### src/hdl/apm_ram.sv
// Generic single-write, single-read synchronous RAM with registered read data.
module apm_ram #(
  parameter int WIDTH = 8,
  parameter int DEPTH = 256
) (
  input  logic                     clk,
  input  logic                     we,
  input  logic [$clog2(DEPTH)-1:0] waddr,
  input  logic [WIDTH-1:0]         wdata,
  input  logic                     re,
  input  logic [$clog2(DEPTH)-1:0] raddr,
  output logic [WIDTH-1:0]         rdata
);

  logic [WIDTH-1:0] mem [DEPTH];

  always_ff @(posedge clk) begin
    if (we) begin
      mem[waddr] <= wdata;
    end
    if (re) begin
      rdata <= mem[raddr];
    end
  end

endmodule
### config.mk
export PLATFORM = sky130hd
export DESIGN_NAME = apm_ram
export DESIGN_NICKNAME = d
export VERILOG_FILES = /design/src/hdl/apm_ram.sv
export SDC_FILE = /design/constraint.sdc
export NUM_CORES = 2
export LEC_CHECK = 0
export BUFFER_PORTS_ARGS = -buffer_cell sky130_fd_sc_hd__buf_2
export CORE_MARGIN = 5
export CORE_UTILIZATION = 42
export DETAILED_ROUTE_END_ITERATION = 10
export PLACE_DENSITY_LB_ADDON = 0.25
export SYNTH_ARGS = -nofsm -noshare
export SYNTH_HDL_FRONTEND = slang
export SYNTH_SLANG_ARGS = --single-unit
### constraint.sdc
create_clock -name clk -period 3.35 [get_ports clk]
set_clock_uncertainty 0.05 [all_clocks]
set_input_delay 0.5025 -clock clk [delete_from_list [all_inputs] [get_ports clk]]
set_output_delay 0.5025 -clock clk [all_outputs]
set_load 0.005 [all_outputs]
* After elaboration in Yosys (flattened, before gate mapping)
Memories as Yosys holds them, arrays and structs flattened. A register that Yosys moved wholly into a read port is not among the register bits.
Index checks and enable logic that the tools add are counted.
** Cells by class
- Mux-type cells :: 2
** Operators by type and width (count)
- 1-bit two-way mux :: 2
** Word-level totals
- Word-level logic and storage cells :: 3
- Output and inout port bits :: 8
- Input port bits :: 27
- Memories :: 1
- Flip-flop bits (word level) :: 0
- Bits in writable memories :: 2048
** Memories
- mem :: words 256, width 8, rd ports 1, clocked after memory_dff 1, write ports 1, line 15 : logic [WIDTH-1:0] mem [DEPTH];

* Logic depth before layout (Yosys ltp)
- Depth after elaboration :: 2
- Depth in mapped cells :: 11
- Depth with buffers taken out :: 6

* Worst setup path after synthesis
No wires, ideal clock.
- Path type :: input to register
- Start :: in raddr[0]
- End :: reg rdata[2] (read register of mem), data pin
- Required time :: 3031 ps
- Stages on the path :: 9
- Setup slack :: 721 ps
- Setup time :: 269 ps
- Arrival time :: 2310 ps
- Path buffers :: 4
- Cell sequence :: buf_6 > buf_12 > buf_8 > buf_2 > mux4_2 > a22oi_1 > a21oi_1 > nor4_1 > nor4_2
** RTL lines
- start: declaration :: line 11 : input logic [$clog2(DEPTH)-1:0] raddr,
- end: declaration :: line 12 : output logic [WIDTH-1:0] rdata

==> results.yml <==
status:
  status: "finished, violations left"
  violations: "setup timing"
min_path:
  holdPathEnd: "mem[7][7]"
  worstHoldStart: "wdata[7]"
  hold_depth: 1
  min_path_type: "in -> reg"
clock_tree:
  cts_max_level: 4
  clk_path_buf_depth: 3
  clk_pin_slew_ps: 60
  cts_resized: 0
  cts_buffers: 202
  numClockSinks: 2056
  clock-root-buffer: "clkbuf_16"
  cts_setup_buffers: 0
  tritoncts: "built"
  hold_buffers: 0
  clkLatencyLatePin_ps: 830
synth:
  ys_seq_elements: 2056
  synth_compound_area_frac: 0.0342
  muxShareOfSynthArea: 0.146
  synth-simple-area-share: 0.0263
  ys.flop_type: "edfxtp_1"
  synth_edf_count: 2056
  synth_xor_area_frac: 0
  ys_types: 54
  synth-adder-area-share: 0
  mappedNetlistNets: 3760
  seq_area_frac_synth: 0.775
  synth_top_family_by_area: "multiplexers"
  synthCells: 3733
  async_reset_ff_frac: 0
  yosysWarnings: 0
  syn_area_mm2: 0.0796
  avgSynthCellArea_um2: 21.3
routing:
  firstDrtPassIters: 6
  wire_per_inst_um: 29.6
  vias_per_cell: 5.76
  detailroute.via_count: 39859
  drtAntennaViolNets: 0
  drt_iter0_markers: 4220
  wl_mm: 204
  drc: 0
setup_path:
  cp.arrival_ps: 3910
  critical_path_class: "in -> reg"
  critPathLaunchType: "input pin"
  reg2reg_depth: 7
  worstPathRequired_ps: 3850
  path_max_fanout: 17
  endpoint_kind: "register"
  reg2reg_slack_ps: 90
  r2r_start: "mem[43][5]"
  reg2reg_to: "rdata[5]"
sta:
  worstMarginPinSlew_ps: 1350
  setup_viol: 1
  hold_viol_final: 0
  grt_setup_unrepaired: "false"
  fin_crit_sh: 1.02
  setup_slack_ps: -63.2
  fin_crit_ps: 3410
  slew_viol_final: 0
  max-slew-margin-rel: 0.0929
  timing.fmax_mhz: 293
global_route:
  grt_usage: 0.206
  antenna_found_initial: 12
  grt_first_pass_wirelength_mm: 296
  grt-ovfl-total: 0
  grt_pass1_vias: 40403
  grt_max_degree: 110
placement:
  dp_hpwl_mm: 131
  dp.cells: 6554
  gp_congestion: 0.834
  dpl_cell_area_mm2: 0.0863
  portBuffers: 34
die:
  chipWidth_um: 445
  num_rows: 159
  die_y_um: 445
  io_pins: 35
  coreArea_mm2: 0.188
  fp.dieArea_mm2: 0.198
  initial_core_util: 0.423
final_layout:
  fillers: 15206
  final_cells: 6917
  fin_nets: 4290
  drive_gt1_frac: 0.294
  fin_area_mm2: 0.0927
  syn_to_final_growth_pct: 16.3
pwr:
  p_clk_frac: 0.414
  leakagePower_nw: 29.5
  p_comb_frac: 0.052
  switching_power_mw: 11.2
  p_int_mw: 42.1
  swShare: 0.210
  ir_worst_vdd_mv: 0.397
  powerDensity_mw_per_mm2: 575
  seqPwrFrac: 0.534
job:
  max_cap_viol_count: 0
[kinds of logic (layout without fill, tap and decap cells)]
logic type | after synthesis | after routing
AND/OR/NAND/NOR | 466 | 466
multiplexers | 591 | 591
AO/OA/AOI/OAI | 385 | 385
other | 0 | 4
flip-flops | 2056 | 2056
buffers and inverters | 235 | 920
[cell type report]
type | instances | area [um2] | area share
sequential | 2056 | 61700 | 0.666
multi-input combinational | 1442 | 16500 | 0.178
clock buffer | 257 | 5350 | 0.0577
timing repair buffer | 559 | 4920 | 0.0531
tap | 2495 | 3120 | 0.0337
clock inverter | 102 | 1000 | 0.0108
antenna | 4 | 10.0 | 0.000108
inverter | 2 | 7.51 | 0.0000810
[worst max-delay path, stage by stage]
cell and delay [ps]:
buf_8 230, buf_12 240, buf_4 210, buf_4 150
mux4_2 510, a22oi_1 390, a21oi_1 240, nor4_1 1060
buf_4 260, nor4_1 40
[power groups by stage]
stage / Combinational, mW / Sequential [mW] / Clock (mW)
6_report: 2.77 / 28.4 / 22.1
3_3_place_gp: 2.77 / 29.0 / 0
2_1_floorplan: 1.38 / 28.9 / 0
3_5_place_dp: 2.80 / 29.0 / 0
5_1_grt: 2.93 / 28.4 / 23.6
4_1_cts: 2.80 / 28.4 / 22.4
[cells in the mapped netlist, drive strengths merged (16+ instances only)]
cell type / n / area [um2]
o22ai: 28 / 175
nand3: 34 / 170
o221ai: 47 / 418
nor3: 22 / 110
nor4: 27 / 188
nand2: 33 / 124
mux2i: 134 / 1340
clkbuf: 111 / 417
edfxtp: 2056 / 61700
a22oi: 133 / 998
nor2b: 31 / 194
nor2: 282 / 1060
buf: 122 / 1030
mux4: 456 / 10300
a21oi: 96 / 480
a211oi: 16 / 120
[per-layer routing]
layer / GRT usage / up-vias / wire length [um]
li1: - / 16757 / -
met1: 0.290 / 21362 / 85200
met2: 0.331 / 1452 / 99300
met3: 0.0396 / 286 / 14100
met4: 0.0592 / 2 / 5740
met5: 0 / - / 13
[placed cells by master (no fill, tap or decap), types with 46 or more instances in the layout]
cell       instances
clkinv_1          49
o221ai_1          46
buf_4            471
clkbuf_1          51
mux2i_1          134
edfxtp_1        2056
mux4_2           454
a21oi_1           96
buf_12            56
a22oi_1          133
clkbuf_16        206
nor2_1           279
[state kept, by name, summed over array words and instances (netlist names)]
name	cells
rdata	8
mem	2048
[worst max path at each step]
| stage | start | end | slack (ps) |
|---|---|---|---|
| final | raddr[0] | rdata[4] | -60 |
| after CTS | raddr[0] | rdata[4] | 170 |
| after floorplan | raddr[0] | rdata[2] | 720 |
| after global placement | raddr[0] | rdata[4] | -750 |
| after global routing | raddr[0] | rdata[4] | 30 |
| after detailed placement | raddr[0] | rdata[4] | -730 |
[stage by stage]
step                       util  worst slack (ps)  TNS [ps]  hold slack (ps)  power, mW
after floorplan               -               721         0              551       30.3
after CTS                 0.492               168         0             24.0       53.7
after global placement    0.459              -747     -2300              907       31.7
after global routing      0.492              32.7         0             40.1       54.9
final                     0.492             -63.2     -63.2             62.0       53.2
after detailed placement  0.459              -726     -2060              920       31.8
Note: power is estimated with default switching activity, not from simulation.
